<file path="src/design/wsp_pkg.sv">
// Shared types and constants for the wheel speed block.
// Used by every module of the block; depends on nothing.
`default_nettype none

package wsp_pkg;

  localparam int NUM_WHEELS_DEF = 4;
  localparam int STAMP_W        = 32;
  localparam int SPEED_W        = 16;
  localparam int WHEEL_W        = 2;
  // Wide enough to compare a wheel index against any wheel count up to 16.
  localparam int WSEL_W         = 5;
  localparam int CFG_W          = 32;
  localparam int CFG_ADDR_W     = 2;
  localparam int IN_TDATA_W     = 40;
  localparam int OUT_TDATA_W    = 64;
  localparam int OUT_SPEEDS     = 4;
  // The queue depth must be a power of two so the pointers wrap by themselves.
  localparam int QUEUE_DEPTH    = 2;

  typedef enum logic [CFG_ADDR_W-1:0] {
    REG_SPEED_NUM   = 2'd0,
    REG_MIN_PERIOD  = 2'd1,
    REG_STALE_COUNT = 2'd2
  } wsp_reg_t;

  typedef enum logic [1:0] {
    ST_IDLE,
    ST_CHECK,
    ST_DIV
  } wsp_state_t;

  // One classified event as it waits between the front and the back.
  typedef struct packed {
    logic                 is_timeout;
    logic                 wheel_ok;
    logic [WHEEL_W-1:0]   wheel;
    logic [STAMP_W-1:0]   stamp;
  } wsp_item_t;

endpackage

`default_nettype wire

</file>
<file path="src/design/wheel_speed_from_tooth_period.sv">
// Wheel speed from tooth period: measures up to NUM_WHEELS wheel speeds from tooth edges.
// Top level; depends on wsp_pkg, wsp_front and wsp_back.
//
// Input beats carry either a tooth edge (in_tuser = 0, wheel index and a 32-bit timer
// capture in in_tdata) or a timeout (in_tuser = 1, which zeroes every speed).
// Each input beat produces exactly one output beat holding all four speeds in tenths
// of km/h and, in out_tuser, whether this edge stored a new speed.
// The cfg port writes speed_numerator, min_period and stale_count; write it only
// while no event is in flight.
// An edge that passes the period test goes through a one-bit-per-cycle 32-step
// divider: out_tvalid rises once the event has been popped, checked, divided in
// 32 steps and its result registered. Timeouts and discarded edges raise it after
// the pop and check states only. Events are executed one at a time, and the
// next one is popped the cycle after the beat is taken. A two-entry queue keeps
// accepting events while one is in the divider or its result waits. If the
// receiver stalls, the result holds on out_tdata and the next event stays queued
// until the beat is taken; in_tready falls once the queue is full.
// Reset (rst_n low, synchronous) clears the queue, all speeds and captures, and
// loads the register defaults; no output beat is pending afterwards.
`default_nettype none

module wheel_speed_from_tooth_period
  import wsp_pkg::*;
#(
  parameter int NUM_WHEELS = NUM_WHEELS_DEF
) (
  input  wire logic                   clk,
  input  wire logic                   rst_n,
  input  wire logic                   cfg_we,
  input  wire logic [CFG_ADDR_W-1:0]  cfg_addr,
  input  wire logic [CFG_W-1:0]       cfg_wdata,
  input  wire logic                   in_tvalid,
  output logic                        in_tready,
  // [1:0] wheel, [33:2] timestamp, [39:34] zero
  input  wire logic [IN_TDATA_W-1:0]  in_tdata,
  // [0] cmd
  input  wire logic                   in_tuser,
  output logic                        out_tvalid,
  input  wire logic                   out_tready,
  // [15:0] speed_a, [31:16] speed_b, [47:32] speed_c, [63:48] speed_d
  output logic [OUT_TDATA_W-1:0]      out_tdata,
  // [0] updated
  output logic                        out_tuser
);

  logic      q_valid;
  logic      q_pop;
  wsp_item_t q_item;

  wsp_front #(
    .NUM_WHEELS (NUM_WHEELS)
  ) u_front (
    .clk       (clk),
    .rst_n     (rst_n),
    .in_tvalid (in_tvalid),
    .in_tready (in_tready),
    .in_tdata  (in_tdata),
    .in_tuser  (in_tuser),
    .q_valid   (q_valid),
    .q_item    (q_item),
    .q_pop     (q_pop)
  );

  wsp_back #(
    .NUM_WHEELS (NUM_WHEELS)
  ) u_back (
    .clk        (clk),
    .rst_n      (rst_n),
    .cfg_we     (cfg_we),
    .cfg_addr   (cfg_addr),
    .cfg_wdata  (cfg_wdata),
    .q_valid    (q_valid),
    .q_item     (q_item),
    .q_pop      (q_pop),
    .out_tvalid (out_tvalid),
    .out_tready (out_tready),
    .out_tdata  (out_tdata),
    .out_tuser  (out_tuser)
  );

endmodule

`default_nettype wire

</file>
<file path="src/design/wsp_front.sv">
// Input side: accepts event beats, classifies them and holds them in a short queue.
// Depends on wsp_pkg.
`default_nettype none

module wsp_front
  import wsp_pkg::*;
#(
  parameter int NUM_WHEELS = NUM_WHEELS_DEF
) (
  input  wire logic                  clk,
  input  wire logic                  rst_n,
  input  wire logic                  in_tvalid,
  output logic                       in_tready,
  input  wire logic [IN_TDATA_W-1:0] in_tdata,
  input  wire logic                  in_tuser,
  output logic                       q_valid,
  output wsp_item_t                  q_item,
  input  wire logic                  q_pop
);

  localparam int PTR_W = (QUEUE_DEPTH > 1) ? $clog2(QUEUE_DEPTH) : 1;
  localparam int CNT_W = $clog2(QUEUE_DEPTH + 1);

  wsp_item_t           mem_r [QUEUE_DEPTH];
  logic [PTR_W-1:0]    wr_ptr_r, rd_ptr_r;
  logic [CNT_W-1:0]    count_r;
  wsp_item_t           item_in;
  logic                push;

  always_comb begin
    item_in.is_timeout = in_tuser;
    item_in.wheel      = in_tdata[WHEEL_W-1:0];
    item_in.stamp      = in_tdata[WHEEL_W +: STAMP_W];
    item_in.wheel_ok   = ({{(WSEL_W-WHEEL_W){1'b0}}, item_in.wheel} < WSEL_W'(NUM_WHEELS));
  end

  assign in_tready = (count_r != CNT_W'(QUEUE_DEPTH));
  assign push      = in_tvalid && in_tready;
  assign q_valid   = (count_r != '0);
  assign q_item    = mem_r[rd_ptr_r];

  always_ff @(posedge clk) begin
    if (push) begin
      mem_r[wr_ptr_r] <= item_in;
    end
  end

  always_ff @(posedge clk) begin
    if (!rst_n) begin
      wr_ptr_r <= '0;
      rd_ptr_r <= '0;
      count_r  <= '0;
    end else begin
      if (push) begin
        wr_ptr_r <= wr_ptr_r + PTR_W'(1);
      end
      if (q_pop) begin
        rd_ptr_r <= rd_ptr_r + PTR_W'(1);
      end
      unique case ({push, q_pop})
        2'b10:   count_r <= count_r + CNT_W'(1);
        2'b01:   count_r <= count_r - CNT_W'(1);
        default: count_r <= count_r;
      endcase
    end
  end

endmodule

`default_nettype wire

</file>
<file path="src/design/wsp_div.sv">
// Restoring 32-by-32 unsigned divider, one quotient bit per cycle.
// Depends on wsp_pkg; the divisor must be nonzero at start.
`default_nettype none

module wsp_div
  import wsp_pkg::*;
(
  input  wire logic               clk,
  input  wire logic               rst_n,
  input  wire logic               start,
  input  wire logic [STAMP_W-1:0] dividend,
  input  wire logic [STAMP_W-1:0] divisor,
  output logic                    done,
  output logic [STAMP_W-1:0]      quotient
);

  localparam int CNT_W = $clog2(STAMP_W + 1);

  logic [STAMP_W-1:0] rem_r, quo_r, den_r;
  logic [CNT_W-1:0]   cnt_r;
  logic               busy_r, done_r;
  logic [STAMP_W:0]   trial;

  // Bring down the next dividend bit and try to subtract the divisor.
  assign trial    = {rem_r, quo_r[STAMP_W-1]} - {1'b0, den_r};
  assign done     = done_r;
  assign quotient = quo_r;

  always_ff @(posedge clk) begin
    if (start) begin
      rem_r <= '0;
      quo_r <= dividend;
      den_r <= divisor;
    end else if (busy_r) begin
      if (!trial[STAMP_W]) begin
        rem_r <= trial[STAMP_W-1:0];
        quo_r <= {quo_r[STAMP_W-2:0], 1'b1};
      end else begin
        rem_r <= {rem_r[STAMP_W-2:0], quo_r[STAMP_W-1]};
        quo_r <= {quo_r[STAMP_W-2:0], 1'b0};
      end
    end
  end

  always_ff @(posedge clk) begin
    if (!rst_n) begin
      busy_r <= 1'b0;
      done_r <= 1'b0;
      cnt_r  <= '0;
    end else begin
      done_r <= 1'b0;
      if (start) begin
        busy_r <= 1'b1;
        cnt_r  <= CNT_W'(STAMP_W);
      end else if (busy_r) begin
        cnt_r <= cnt_r - CNT_W'(1);
        if (cnt_r == CNT_W'(1)) begin
          busy_r <= 1'b0;
          done_r <= 1'b1;
        end
      end
    end
  end

endmodule

`default_nettype wire

</file>
<file path="src/design/wsp_back.sv">
// Execution side: per-wheel state, stale check, period test, division and result beat.
// Depends on wsp_pkg and wsp_div.
`default_nettype none

module wsp_back
  import wsp_pkg::*;
#(
  parameter int NUM_WHEELS = NUM_WHEELS_DEF
) (
  input  wire logic                   clk,
  input  wire logic                   rst_n,
  input  wire logic                   cfg_we,
  input  wire logic [CFG_ADDR_W-1:0]  cfg_addr,
  input  wire logic [CFG_W-1:0]       cfg_wdata,
  input  wire logic                   q_valid,
  input  wsp_item_t                   q_item,
  output logic                        q_pop,
  output logic                        out_tvalid,
  input  wire logic                   out_tready,
  output logic [OUT_TDATA_W-1:0]      out_tdata,
  output logic                        out_tuser
);

  logic [STAMP_W-1:0] speed_num_r, min_period_r, stale_count_r;

  wsp_state_t         state_r, state_nxt;
  wsp_item_t          item_r;
  logic [SPEED_W-1:0] speed_r   [NUM_WHEELS];
  logic [SPEED_W-1:0] speed_nxt [NUM_WHEELS];
  logic [STAMP_W-1:0] stamp_r   [NUM_WHEELS];
  logic [STAMP_W-1:0] stamp_nxt [NUM_WHEELS];
  logic               out_valid_r, out_valid_nxt;
  logic               updated_r, updated_nxt;

  logic [NUM_WHEELS-1:0] sel;
  logic [NUM_WHEELS-1:0] stale;
  logic [STAMP_W-1:0]    sel_stamp;
  logic [STAMP_W-1:0]    period;
  logic                  take;
  logic                  div_start, div_done;
  logic [STAMP_W-1:0]    div_quo;
  logic [SPEED_W-1:0]    speed_sat;

  always_ff @(posedge clk) begin
    if (!rst_n) begin
      speed_num_r   <= '0;
      min_period_r  <= '0;
      stale_count_r <= '1;
    end else if (cfg_we) begin
      unique case (wsp_reg_t'(cfg_addr))
        REG_SPEED_NUM:   speed_num_r   <= cfg_wdata;
        REG_MIN_PERIOD:  min_period_r  <= cfg_wdata;
        REG_STALE_COUNT: stale_count_r <= cfg_wdata;
        default: ;
      endcase
    end
  end

  // Ages of all wheels are checked side by side; the chosen wheel's capture is muxed out.
  always_comb begin
    sel_stamp = '0;
    for (int i = 0; i < NUM_WHEELS; i++) begin
      sel[i]   = item_r.wheel_ok &&
                 ({{(WSEL_W-WHEEL_W){1'b0}}, item_r.wheel} == WSEL_W'(i));
      stale[i] = ((item_r.stamp - stamp_r[i]) > stale_count_r);
      if (sel[i]) begin
        sel_stamp = stamp_r[i];
      end
    end
    period = item_r.stamp - sel_stamp;
    take   = item_r.wheel_ok && (period != '0) && (period >= min_period_r);
  end

  assign speed_sat = (div_quo[STAMP_W-1:SPEED_W] != '0) ? '1 : div_quo[SPEED_W-1:0];

  wsp_div u_div (
    .clk      (clk),
    .rst_n    (rst_n),
    .start    (div_start),
    .dividend (speed_num_r),
    .divisor  (period),
    .done     (div_done),
    .quotient (div_quo)
  );

  always_comb begin
    state_nxt     = state_r;
    speed_nxt     = speed_r;
    stamp_nxt     = stamp_r;
    out_valid_nxt = out_valid_r && !out_tready;
    updated_nxt   = updated_r;
    q_pop         = 1'b0;
    div_start     = 1'b0;
    unique case (state_r)
      ST_IDLE: begin
        // The speeds drive the result directly, so nothing moves until it is taken.
        if (q_valid && !out_valid_r) begin
          q_pop     = 1'b1;
          state_nxt = ST_CHECK;
        end
      end
      ST_CHECK: begin
        if (item_r.is_timeout) begin
          for (int i = 0; i < NUM_WHEELS; i++) begin
            speed_nxt[i] = '0;
          end
          out_valid_nxt = 1'b1;
          updated_nxt   = 1'b0;
          state_nxt     = ST_IDLE;
        end else begin
          for (int i = 0; i < NUM_WHEELS; i++) begin
            if (stale[i]) begin
              speed_nxt[i] = '0;
            end
          end
          if (take) begin
            div_start = 1'b1;
            state_nxt = ST_DIV;
          end else begin
            out_valid_nxt = 1'b1;
            updated_nxt   = 1'b0;
            state_nxt     = ST_IDLE;
          end
        end
      end
      ST_DIV: begin
        if (div_done) begin
          for (int i = 0; i < NUM_WHEELS; i++) begin
            if (sel[i]) begin
              speed_nxt[i] = speed_sat;
              stamp_nxt[i] = item_r.stamp;
            end
          end
          out_valid_nxt = 1'b1;
          updated_nxt   = 1'b1;
          state_nxt     = ST_IDLE;
        end
      end
      default: state_nxt = ST_IDLE;
    endcase
  end

  always_ff @(posedge clk) begin
    if (q_pop) begin
      item_r <= q_item;
    end
    updated_r <= updated_nxt;
  end

  always_ff @(posedge clk) begin
    if (!rst_n) begin
      state_r     <= ST_IDLE;
      out_valid_r <= 1'b0;
      for (int i = 0; i < NUM_WHEELS; i++) begin
        speed_r[i] <= '0;
        stamp_r[i] <= '0;
      end
    end else begin
      state_r     <= state_nxt;
      out_valid_r <= out_valid_nxt;
      speed_r     <= speed_nxt;
      stamp_r     <= stamp_nxt;
    end
  end

  assign out_tvalid = out_valid_r;
  assign out_tuser  = updated_r;

  for (genvar g = 0; g < OUT_SPEEDS; g++) begin : g_out
    if (g < NUM_WHEELS) begin : g_used
      assign out_tdata[g*SPEED_W +: SPEED_W] = speed_r[g];
    end else begin : g_unused
      assign out_tdata[g*SPEED_W +: SPEED_W] = '0;
    end
  end

endmodule

`default_nettype wire

</file>
<file path="config.mk">
export PLATFORM = sky130hd
export DESIGN_NAME = wheel_speed_from_tooth_period
export DESIGN_NICKNAME = d
export VERILOG_FILES = /design/src/design/wsp_pkg.sv /design/src/design/wheel_speed_from_tooth_period.sv /design/src/design/wsp_front.sv /design/src/design/wsp_div.sv /design/src/design/wsp_back.sv
export SDC_FILE = /design/constraint.sdc
export NUM_CORES = 2
export LEC_CHECK = 0
export BUFFER_PORTS_ARGS = -buffer_cell sky130_fd_sc_hd__buf_2
export CAP_MARGIN = 15
export CORE_UTILIZATION = 60
export DETAILED_ROUTE_END_ITERATION = 16
export PLACE_DENSITY_LB_ADDON = 0.3
export SLEW_MARGIN = 40
export SYNTH_ARGS = -nofsm -noshare
export SYNTH_HDL_FRONTEND = slang
export SYNTH_SLANG_ARGS = --single-unit
export TNS_END_PERCENT = 5
</file>
<file path="constraint.sdc">
create_clock -name clk -period 10.2 [get_ports clk]
set_input_delay 0 -clock clk [delete_from_list [all_inputs] [get_ports clk]]
set_output_delay 0 -clock clk [all_outputs]
set_load 0.02 [all_outputs]
</file>
==> impl_metrics.csv <==
group,metric,value,unit
drt,drt-initial-drc-count,1977,
yosys,synth_top_area_cell,"dfxtp_1",
clocking,cts.path.max_buffers,3,
power_and_ir_drop,leakagePower,0.01481,µW
drt,dr.pass1.iters,11,
placement,io_buffers,140,
floorplanning,start_util,61.07,%
yosys,ys_seq_area_share,36.66,%
clocking,postCtsSetupRepairBufs,0,
timing,relSlewSlack,42.97,%
floorplanning,die_w,233.7,µm
yosys,synthMostInstantiatedCell,"nand2_1",
flow_run,maxCapViolations,0,
timing,finalSetupViolCount,0,
timing,hold_violations,0,
yosys,ys_warn_count,0,
yosys,yosys-top-cells-count,"nand2_1 (531), a21oi_1 (378), ha_1 (353)",
outcome,status,"finished, final reports clean",
placement,hpwl,59160,µm
global_routing,grt_max_degree,109,
yosys,ys_types,80,
clocking,h-tree-depth,2,
clocking,cts_root_buf,"clkbuf_16",
global_routing,grt_pass1_vias,25420,
clocking,tritoncts,"done",
yosys,syn_area_per_cell,8.940,µm²
critical_path,crit_arrival,7.62,ns
drt,vias,26440,
cells_and_area,nets,4211,
timing,tightest_slew,0.8529,ns
drt,via_per_inst,5.864,
clocking,clkLatencyLatePin,0.63,ns
global_routing,grtUsageMet3,3.490,%
drt,wl_per_cell,17.78,µm
critical_path,endpoint_kind,"flip-flop",
global_routing,grt_pass1_wl,129000,µm
clocking,cts_sinks,505,
drt,ant_nets,0,
drt,routed_wl,80150,µm
timing,fin_ws,2.957,ns
clocking,path_clk_slew,0.06,ns
timing,period_needed,7.243,ns
yosys,synth_cells,3604,
timing,max_freq,138.1,MHz
timing,rsz0062_at_grt,"false",
floorplanning,io_pins,147,
floorplanning,core,52760,µm²
placement,place_ws,2.696,ns
global_routing,grt_use_met2,48.74,%
yosys,synth_area,32220,µm²
power_and_ir_drop,ir_drop,196.4,µV
yosys,synth_nets,4043,
yosys,synthDominantCellAreaShare,20.81,%
timing,tns,0,ns
clocking,post_cts_resized,0,
yosys,ys_async_sr_fraction,0,%
critical_path,critPathLaunchType,"flip-flop",
clocking,cts_buffers,56,
power_and_ir_drop,powerDensity,286.9,nW/µm²
yosys,synth_area_leaders,"dfxtp_1 (21%), edfxtp_1 (16%), ha_1 (14%), nand2_1 (6.2%), a21oi_1 (5.9%)",
yosys,ys_seq_elements,505,
floorplanning,dieArea,54630,µm²
cells_and_area,area_growth,12.64,%
critical_path,critical_path_class,"reg2reg",
global_routing,track_usage,29.43,%
global_routing,grt_use_met1,40.31,%
placement,gp_congestion,0.9453,
hold_path,hp-class,"in2reg",
yosys,synth_edf_count,170,
timing,finalClockSkew,0.01858,ns
cells_and_area,drive_gt1_share,10.65,%
critical_path,worstPathRequired,10.57,ns
timing,fin_crit_sh,71.01,%
yosys,yosys_most_used_dff,"dfxtp_1",
timing,drv_slew,0,
global_routing,busiest_layer,"met2",
floorplanning,die_height,233.7,µm
global_routing,antenna_found_initial,1,
critical_path,crit_fanout,21,
floorplanning,num_rows,84,
drt,drcViolationCount,0,
global_routing,overflow,0,
==> cell type report <==
type,count,area [µm²]
Multi-Input combinational cell,2660,18790
Tap cell,688,860.8
Clock buffer,67,1473
Clock inverter,39,483.0
Fill cell,4206,16470
Antenna cell,1,2.502
Sequential cell,505,11810
Inverter,301,1137
Timing Repair Buffer,248,1734
==> sequential cells by signal, indices dropped and copies added (netlist names), 35 cells and up <==
register	count
u_back.stamp_r	128
u_front.mem_r	70
u_back.out_tdata	64
u_back.item_r	35
==> per-layer routing <==
layer / vias to the layer above / share of wire, %
met3: 130 / 5.8
li1: 13070 / -
met2: 736 / 46
met4: 0 / 2.7
met1: 12510 / 46
met5: - / 0
==> per-stage QoR <==
stage	power, µW	util (%)	cells	cell area (µm²)	hold WS, ns
after global placement	8060	63.62	4329	33570	0.1878
final	10410	68.79	4509	36290	0.04268
after CTS	10390	68.76	4507	36280	0.01077
after detailed placement	8188	63.72	4331	33620	0.1910
after global routing	11170	68.79	4509	36290	0.07685
after floorplan	6963	-	3604	32220	0.09887
==> timing repair <==
item                                   in CTS  in global routing
setup endpoints to repair                   0                  0
endpoints found under the hold margin     169                  0
hold buffers                               70                  0
==> cells in the final DEF (no fill, tap or decap), types with 7 or more instances in the layout <==
master and instances:
bufinv_16 9, a211oi_1 38, a21o_1 116, dfxtp_1 334, nand2_1 531, edfxtp_1 170
clkinv_2 10, mux4_2 32, buf_4 33, nand2b_1 49, a31oi_1 22, nand4_1 48
and3_1 17, dlygate4sd3_1 70, a211o_1 7, nor2b_1 45, inv_1 300, o21ai_0 138
or3_1 12, nor2_1 187, a21oi_1 378, o31ai_1 9, clkbuf_16 56, buf_2 140
a21boi_0 8, xor2_1 47, nor4_1 19, xnor2_1 128, o21a_1 63, o21bai_1 22
and2_1 12, clkbuf_1 8, nand3_1 45, mux2_2 40, mux2i_1 79, mux2_4 30
o211ai_1 41, ha_1 353, nor3_1 34
==> critical path: stages, from the launching register on <==
cell and delay [ns]:
edfxtp_1 0.87, buf_4 0.35, mux4_2 0.37, inv_1 0.08, ha_1 0.24, o21ai_0 0.12, a21oi_1 0.22, o31ai_4 0.14
o31ai_1 0.45, a21oi_1 0.25, o21ai_0 0.43, xor2_1 0.19, ha_1 0.34, nand4_1 0.08, or3_1 0.40, nor2_1 0.15
o21ai_0 0.11, o211ai_1 0.09, a311oi_1 0.11, o31ai_1 0.38, o41ai_4 0.14, buf_4 0.21, nor2_4 0.45, buf_4 0.40
mux2_2 0.37
==> where the power goes <==
part           internal [µW]  switching (µW)
clock                   1270             886
sequential              2490             350
combinational           2410            3010
total                   6160            4250
==> worst paths after layout <==
check | start | end | slack, ns | cells after the start
setup / recovery | u_back.item_r[32] | u_back.u_div.quotient[31] | 2.96 | 24
hold / removal | cfg_addr[1] | u_back.min_period_r[16] | 0.04 | 5
setup reg to reg | u_back.item_r[32] | u_back.u_div.quotient[31] | 2.96 | 24
hold reg to reg | u_back.speed_num_r[1] | u_back.speed_num_r[1] | 0.45 | 2
==> kinds of logic (layout without fill, tap and decap cells) <==
group	count (synthesis)	after routing	share of synthesized area [%]
compound gates	912	912	17.53
xor+xnor	175	175	4.757
fa+ha+maj	359	359	14.08
buf+inv	439	655	5.211
flops	505	505	36.66
mux	182	182	7.522
other cells	0	1	0
simple gates	1032	1032	14.24
(Power assumes the default switching activity.)
